File: config.mk
export PLATFORM = sky130hd
export DESIGN_NAME = sfpp_ram
export DESIGN_NICKNAME = d
export VERILOG_FILES = /design/src/hdl/sfpp_ram.sv
export SDC_FILE = /design/constraint.sdc
export NUM_CORES = 1
export LEC_CHECK = 0
export ABC_CLOCK_PERIOD_IN_PS = 4000
export BUFFER_PORTS_ARGS = -buffer_cell sky130_fd_sc_hd__buf_2
export CORE_MARGIN = 4
export CORE_UTILIZATION = 45
export DETAILED_ROUTE_END_ITERATION = 8
export MAX_ROUTING_LAYER = met4
export PLACE_DENSITY = 0.73
export SYNTH_ARGS = -nofsm -noshare
export SYNTH_HDL_FRONTEND = slang
export SYNTH_SLANG_ARGS = --single-unit
File: constraint.sdc
create_clock -name clk -period 4 [get_ports clk]
set_input_delay 0 -clock clk [delete_from_list [all_inputs] [get_ports clk]]
set_output_delay 0 -clock clk [all_outputs]
set_load 0.05 [all_outputs]
File: src/hdl/sfpp_ram.sv
// Generic single-write, single-read synchronous RAM with registered read data.
module sfpp_ram #(
    parameter int WIDTH = 8,
    parameter int DEPTH = 16
) (
    input  logic                     clk,
    input  logic                     we,
    input  logic [$clog2(DEPTH)-1:0] waddr,
    input  logic [WIDTH-1:0]         wdata,
    input  logic                     re,
    input  logic [$clog2(DEPTH)-1:0] raddr,
    output logic [WIDTH-1:0]         rdata
);

    logic [WIDTH-1:0] mem [DEPTH];

    always_ff @(posedge clk)
    begin
        if (we)
        begin
            mem[waddr] <= wdata;
        end
        if (re)
        begin
            rdata <= mem[raddr];
        end
    end

endmodule

==> impl_metrics.json, run 1 <==
{
  "status": "finished, final reports clean",
  "tightest_slew_ns": 1.01,
  "worstPathRequired_ns": 4.15,
  "fp.dieW_microns": 116,
  "rsz0062_at_grt": "false",
  "path_delay_family": "buffers and inverters",
  "cts_num_sinks": 136,
  "setup_ws_ns": 2.35,
  "crit_path_end_kind": "register",
  "post-cts-setup-buffers": 0,
  "setup_tns_ns": 0,
  "final_core_util_pct": 53.9,
  "netlist_area_sq_mm": 0.00523,
  "routabilityCongestion": 0.733,
  "maxCapViolations": 0,
  "die-area_sq_mm": 0.0134,
  "track_usage_pct": 16.1,
  "root_buffer": "clkbuf_16",
  "routed-via-count": 2431,
  "ys_warn_count": 0,
  "post_route_cells_drive_above_1_share_pct": 27.3,
  "post-route-period-util_pct": 41.2,
  "cts.path.max_buffers": 2,
  "min_period_ns": 1.65,
  "cp-start-kind": "primary input",
  "skew_ns": 0.00529,
  "synth_area_per_cell_sq_um": 22.8,
  "synth_edf_count": 136,
  "clk_pin_slew_worst_paths_ns": 0.06,
  "first_global_vias": 2490,
  "worst-path-buf-inv": 1,
  "fp.dieH_microns": 116,
  "synth_top_area_cell": "edfxtp_1",
  "numCtsBuffers": 17,
  "filler_cell_count": 846,
  "via_per_inst": 5.63,
  "yosys.area.top_type_share_pct": 78.1,
  "drv_slew": 0,
  "grt_overflow_total": 0,
  "initial_core_util_pct": 45.8,
  "syn2layout_area_growth_pct": 17.6,
  "diodes": 0,
  "slowest_delay_ns": 0.75,
  "synth_cell_type_count": 18,
  "drtIter0Drc": 192,
  "num_io_pins": 27,
  "cellPowerDensity_mw_per_mm2": 534,
  "routed_wl_microns": 9490,
  "cp_max_fo": 32,
  "dp_hpwl_microns": 5740,
  "synth.top_cells.by_count": "136 x edfxtp_1, 18 x mux4_2, 16 x a22oi_1, 14 x mux4_1, 13 x nor2_1",
  "insertion_delay_ns": 0.41,
  "synth.area.top_cells": "edfxtp_1 78%, mux4_2 7.8%, mux4_1 7.0%, a22oi_1 2.3%, nor2_1 0.93%",
  "drt-pass1-iter-count": 5,
  "grt_pass1_wl_microns": 14600,
  "critical-path-slowest-cell": "buf_2",
  "ys_seq_area_share_pct": 78.1,
  "synth_most_common_cell": "edfxtp_1",
  "fmax_mhz": 606,
  "rows": 39,
  "ys_async_sr_fraction_pct": 0,
  "r2r_setup_slack_ns": 2.52,
  "wl_per_cell_microns": 22.0,
  "ys_ff_latch": 136,
  "place_ws_ns": 1.85,
  "setup_viol_count_final": 0,
  "hold_viol": 0,
  "crit_chain": "buf_2 > mux4_1 > a22oi_1 > nand2_1",
  "arrival_ns": 1.80,
  "synthCells": 229,
  "power_leakage_nw": 2.04,
  "numPortBuffers": 26,
  "coreArea_sq_mm": 0.0114,
  "finalNetCount": 295,
  "drc": 0,
  "synth_flop_cell": "edfxtp_1",
  "grt_max_degree": 33,
  "antenna_found_initial": 0,
  "ant_nets": 0,
  "vdd_ir_drop_max_mv": 0.276,
  "max_slew_margin_pct": 32.4,
  "crit_type": "in2reg",
  "holdCritPathClass": "in2reg",
  "synth_nets": 248,
  "cts_max_level": 4,
  "cts_tree": "built"
}
final timing paths:
path | from | end | cells after the start
min reg2reg | mem[4][6] | rdata[6] | 3
max | raddr[0] | rdata[3] | 4
min | waddr[0] | mem[12][5] | 2
max reg2reg | mem[5][1] | rdata[1] | 3
cell type report:
type,count,area [sq um],share of cell area (%)
clock inverters,13,149,2.42
clock buffers,19,433,7.04
well taps,143,179,2.91
repair buffers,38,243,3.95
multi-input cells,83,1060,17.3
flip-flops and latches,136,4080,66.4
worst reg2reg max path: stages (launching register included):
cell	delay (ns)
edfxtp_1	0.37
mux4_1	0.52
a22oi_1	0.21
nand2_1	0.12
metrics by stage:
step | cells | hold slack [ns] | total power, mW | instance area [sq um]
floorplan | 229 | 0.0989 | 1.75 | 5230
detailed placement | 391 | 0.386 | 1.80 | 5480
global placement | 391 | 0.383 | 1.80 | 5480
finish | 432 | 0.101 | 3.28 | 6150
global route | 432 | 0.0971 | 3.39 | 6150
CTS | 432 | 0.0764 | 3.30 | 6150
power by group:
| group | switching [mW] | internal [mW] |
|---|---|---|
| combinational | 0.103 | 0.0615 |
| clock | 0.582 | 0.924 |
| sequential | 0.00860 | 1.61 |
| total | 0.693 | 2.59 |
placed cells by master (no fill, tap or decap), drive strengths merged, types with 3 or more instances in the layout:
cell type,n
edfxtp,136
clkbuf,19
clkinv,6
nor3,4
nand2,9
mux4,32
a22oi,16
buf,29
clkinvlp,3
dlygate4sd3,9
nor2,13
metal layers:
layer  GRT usage [%]  wire length [microns]
met5               -                      0
met4            6.73                    157
met3            3.97                    698
met2            24.1                   4730
met1            21.4                   3900
sequential cells by signal, summed over array words and instances, names as in the netlist:
register	flops
mem	128
rdata	8
what timing repair did:
action,4_1_cts,5_1_grt
setup endpoints to repair,0,0
hold buffers,9,0
resized for setup,0,0
endpoints found under the hold margin,136,0
kinds of logic (layout without fill, tap and decap cells):
logic type / Yosys count / in the layout / synth area share [%]
and+or+nand+nor: 35 / 35 / 3.14
DFF: 136 / 136 / 78.1
AOI/OAI and AO/OA: 16 / 16 / 2.30
buffers and inverters: 10 / 70 / 1.65
muxes: 32 / 32 / 14.8
Power figures use the tool's default switching activity.
==> run 2, diff against run 1 <==
Settings changed: ABC_CLOCK_PERIOD_IN_PS 4000 to 1600.
Clock period 4 ns to 1.6 ns, I/O delays scaled along.
==> impl_metrics.json, run 2 (synthesis results as in run 1) <==
{
  "die-area_sq_mm": 0.0134,
  "numCtsBuffers": 17,
  "cellPowerDensity_mw_per_mm2": 1300,
  "fp.dieW_microns": 116,
  "layout_commonest_cell": "edfxtp_1",
  "maxCapViolations": 0,
  "layout_common_cells": "136 x edfxtp_1, 26 x buf_2, 24 x buf_4",
  "power_leakage_nw": 2.18,
  "num_io_pins": 27,
  "cp-start-kind": "register",
  "largest_reg_flops": 128,
  "dpl.cell_count": 415,
  "filler_cell_count": 862,
  "crit_chain": "mux4_1 > a22oi_1 > nand2_1",
  "cts_resized": 0,
  "routed-via-count": 2517,
  "status": "finished, final reports clean",
  "min_period_ns": 1.47,
  "rows": 39,
  "first_global_vias": 2633,
  "dp_hpwl_microns": 6250,
  "drc": 0,
  "wl_per_cell_microns": 21.4,
  "cts.path.max_buffers": 2,
  "drtIter0Drc": 237,
  "critical-path-slowest-cell": "mux4_1",
  "post-cts-setup-buffers": 0,
  "top_regs": "mem x128, rdata x8",
  "cts_num_sinks": 136,
  "grt_max_degree": 33,
  "antenna_found_initial": 0,
  "grt_pass1_wl_microns": 15100,
  "track_usage_pct": 16.2,
  "syn2layout_area_growth_pct": 21.8,
  "hold_viol": 0,
  "max_slew_margin_pct": 77.4,
  "rsz0062_at_grt": "false",
  "root_buffer": "clkbuf_16",
  "clk_pin_slew_worst_paths_ns": 0.06,
  "numPortBuffers": 26,
  "finalNetCount": 319,
  "crit_type": "reg2reg",
  "drv_slew": 0,
  "initial_core_util_pct": 45.8,
  "vdd_ir_drop_max_mv": 0.744,
  "post_route_cells_drive_above_1_share_pct": 31.6,
  "finalPower_mw": 8.30,
  "r2r_setup_slack_ns": 0.13,
  "routed_wl_microns": 9740,
  "post-route-period-util_pct": 91.8,
  "cts_tree": "built",
  "diodes": 0,
  "worstPathRequired_ns": 1.76,
  "worst-path-buf-inv": 0,
  "arrival_ns": 1.63,
  "tightest_slew_ns": 0.338,
  "holdCritPathClass": "in2reg",
  "routabilityCongestion": 0.758,
  "grt_overflow_total": 0,
  "via_per_inst": 5.52,
  "place_area_sq_mm": 0.00569,
  "fp.dieH_microns": 116,
  "crit_path_end_kind": "register",
  "cts_max_level": 4,
  "skew_ns": 0.00849,
  "cp_max_fo": 1,
  "setup_viol_count_final": 0,
  "ant_nets": 0,
  "insertion_delay_ns": 0.41,
  "slowest_delay_ns": 0.54,
  "top_register": "mem",
  "path_delay_family": "multiplexers",
  "drt-pass1-iter-count": 5,
  "coreArea_sq_mm": 0.0114,
  "final_cells": 456,
  "fin_area_sq_mm": 0.00637,
  "fmax_mhz": 681
}
## run 2: cell count changes in the layout (fill, tap and decap cells not counted), moves of 3 or more
cell and delta:
clkinv_1 +4, buf_12 +3, clkinv_4 -3, buf_4 +21
## run 2: routing by layer
| metal | vias to the layer above | global-route usage [%] | wire length (microns) |
|---|---|---|---|
| li1 | 1124 | - | - |
| met1 | 1306 | 21.2 | 4240 |
| met2 | 76 | 25.1 | 4920 |
| met3 | 11 | 4.13 | 465 |
| met4 | 0 | 5.10 | 115 |
| met5 | - | - | 0 |
## run 2: cell type report
type                            instances  area, sq um  share of cell area, %
Multi-Input combinational cell         83         1060                   16.6
Clock buffer                           18          429                   6.74
Tap cell                              143          179                   2.81
Timing Repair Buffer                   62          460                   7.23
Clock inverter                         14          156                   2.46
Sequential cell                       136         4080                   64.2
## run 2: per-stage QoR
| stage | hold slack [ns] | util (%) | setup WS [ns] | TNS [ns] |
|---|---|---|---|---|
| 2_1_floorplan | 0.0989 | - | 0.107 | 0 |
| 3_3_place_gp | 0.380 | 49.8 | 0.0149 | 0 |
| 3_5_place_dp | 0.372 | 49.8 | -0.00676 | -0.00676 |
| 4_1_cts | 0.147 | 55.8 | 0.122 | 0 |
| 5_1_grt | 0.176 | 55.8 | 0.0530 | 0 |
| 6_report | 0.159 | 55.8 | 0.131 | 0 |
## run 2: repair_timing
item | in CTS | in global routing
hold buffers | 9 | 0
setup endpoints to repair | 0 | 0
endpoints found under the hold margin | 136 | 0
## run 2: worst reg2reg max path, cell delays in order, from the launching register on
cell and delay [ns]:
edfxtp_1 0.36, mux4_1 0.54, a22oi_1 0.25, nand2_1 0.07
## run 2: path summary, 6_finish.rpt
kind / startpoint / end / cells after the start
hold reg to reg: mem[0][0] / rdata[0] / 3
hold / removal: waddr[0] / mem[0][6] / 3
setup reg to reg: mem[9][2] / rdata[2] / 3
setup / recovery: mem[9][2] / rdata[2] / 3
## run 2: power breakdown
| group | internal (mW) | switching [mW] | leakage [nW] |
|---|---|---|---|
| logic | 0.188 | 0.268 | 0.664 |
| clock network | 2.43 | 1.38 | 0.280 |
| registers | 4.02 | 0.0209 | 1.24 |
==> run 3, diff against run 2 <==
Settings changed: CAP_MARGIN set to 20, RECOVER_POWER set to 50.
==> impl_metrics.json, run 3 (synthesis results as in run 1) <==
{
  "cellPowerDensity_mw_per_mm2": 1310,
  "wl_per_cell_microns": 21.4,
  "final_cells": 456,
  "initial_core_util_pct": 45.8,
  "rsz0062_at_grt": "false",
  "first_global_vias": 2633,
  "wl_met3_microns": 422,
  "setup_viol_count_final": 0,
  "post_route_cells_drive_above_1_share_pct": 25.9,
  "clk_pin_slew_worst_paths_ns": 0.06,
  "num_io_pins": 27,
  "p_comb_share_pct": 5.4,
  "layout_common_cells": "136 x edfxtp_1, 19 x clkbuf_1, 18 x mux4_2",
  "routed.top_layer": "met4",
  "place_ws_ns": -0.00676,
  "root_buffer": "clkbuf_16",
  "routabilityCongestion": 0.758,
  "timing.hold.ws_ns": 0.157,
  "post-cts-setup-buffers": 0,
  "worstPathRequired_ns": 1.76,
  "antenna_found_initial": 0,
  "cts_max_level": 4,
  "seqPwrFrac_pct": 48.6,
  "fin_area_sq_mm": 0.00632,
  "drv_slew": 0,
  "holdCritPathClass": "in2reg",
  "die-area_sq_mm": 0.0134,
  "via_per_inst": 5.48,
  "cts_num_sinks": 136,
  "numPortBuffers": 26,
  "tightest_slew_ns": 0.686,
  "power_frac_clock_pct": 46.0,
  "crit_path_end_kind": "register",
  "netSwitchingPower_mw": 1.68,
  "status": "finished, final reports clean",
  "diodes": 0,
  "wl_met2_microns": 4930,
  "critical-path-slowest-cell": "mux4_1",
  "filler_cell_count": 879,
  "drtIter0Drc": 258,
  "hold_viol": 0,
  "internal_power_mw": 6.63,
  "fp.dieH_microns": 116,
  "finalNetCount": 319,
  "cts_resized": 0,
  "wl_met1_microns": 4280,
  "coreArea_sq_mm": 0.0114,
  "drc": 0,
  "insertion_delay_ns": 0.41,
  "ant_nets": 0,
  "layout_commonest_cell": "edfxtp_1",
  "crit_chain": "mux4_1 > a22oi_1 > nand2_1",
  "grt_pass1_wl_microns": 15100,
  "largest_reg_flops": 128,
  "fmax_mhz": 680,
  "grt_max_degree": 33,
  "cts_hold_buf": 9,
  "rows": 39,
  "setup_tns_ns": 0,
  "power_leakage_nw": 2.12,
  "post-route-period-util_pct": 91.9,
  "cts_tree": "built",
  "numCtsBuffers": 17,
  "dpl.cell_count": 415,
  "vdd_ir_drop_max_mv": 0.752,
  "swShare_pct": 20.2,
  "skew_ns": 0.0117,
  "cts.path.max_buffers": 2,
  "max_slew_margin_pct": 54.3,
  "top_register": "mem",
  "drt-pass1-iter-count": 4,
  "setup_ws_ns": 0.130,
  "routed_wl_microns": 9750,
  "slowest_delay_ns": 0.53,
  "min_period_ns": 1.47,
  "routed-via-count": 2501,
  "grt_overflow_total": 0,
  "cp-start-kind": "register",
  "syn2layout_area_growth_pct": 20.9,
  "cp_max_fo": 1,
  "arrival_ns": 1.63,
  "track_usage_pct": 16.2,
  "fp.dieW_microns": 116,
  "top_regs": "mem x128, rdata x8",
  "crit_type": "reg2reg",
  "place_area_sq_mm": 0.00569,
  "maxCapViolations": 0,
  "dp_hpwl_microns": 6250
}
## run 3: changes by cell type in the layout (fill, tap and decap cells not counted)
cell      change
buf_4         -9
buf_2         -9
clkbuf_1     +18
## run 3: final timing paths
kind              from        end  slack (ns)  depth (start not counted)
max          mem[9][2]   rdata[2]        0.13                          3
min           waddr[0]  mem[0][6]        0.16                          3
max reg2reg  mem[9][2]   rdata[2]        0.13                          3
min reg2reg  mem[0][0]   rdata[0]        0.76                          3
## run 3: layout make-up
cell class	count	area (sq um)	area share [%]
clock buffers	18	429	6.79
clock inverters	14	156	2.47
multi-input cells	83	1060	16.7
flip-flops and latches	136	4080	64.6
well taps	143	179	2.83
repair buffers	62	415	6.57
## run 3: critical path, delay by kind of cell, from the launching register on
family / cells / cell delay, ns
AO/OA/AOI/OAI: 1 / 0.25
flip-flops: 1 / 0.36
multiplexers: 1 / 0.53
AND/OR/NAND/NOR: 1 / 0.07
## run 3: routing by layer
layer / GRT usage (%) / vias up
met5: - / -
met4: 5.10 / 0
met3: 4.13 / 10
met2: 25.1 / 71
met1: 21.2 / 1294
li1: - / 1126
## run 3: power by group through the flow
| stage | registers, mW | clock network, mW | logic, mW |
|---|---|---|---|
| after floorplan | 4.17 | 0 | 0.203 |
| after global placement | 4.11 | 0 | 0.433 |
| after detailed placement | 4.11 | 0 | 0.442 |
| after CTS | 4.04 | 3.86 | 0.462 |
| after global routing | 4.04 | 4.03 | 0.485 |
| final | 4.04 | 3.82 | 0.449 |
## run 3: metrics by stage
| stage | utilization, % | total power, mW |
|---|---|---|
| CTS | 55.8 | 8.36 |
| global placement | 49.8 | 4.54 |
| detailed placement | 49.8 | 4.55 |
| floorplan | - | 4.37 |
| global route | 55.4 | 8.56 |
| finish | 55.4 | 8.30 |
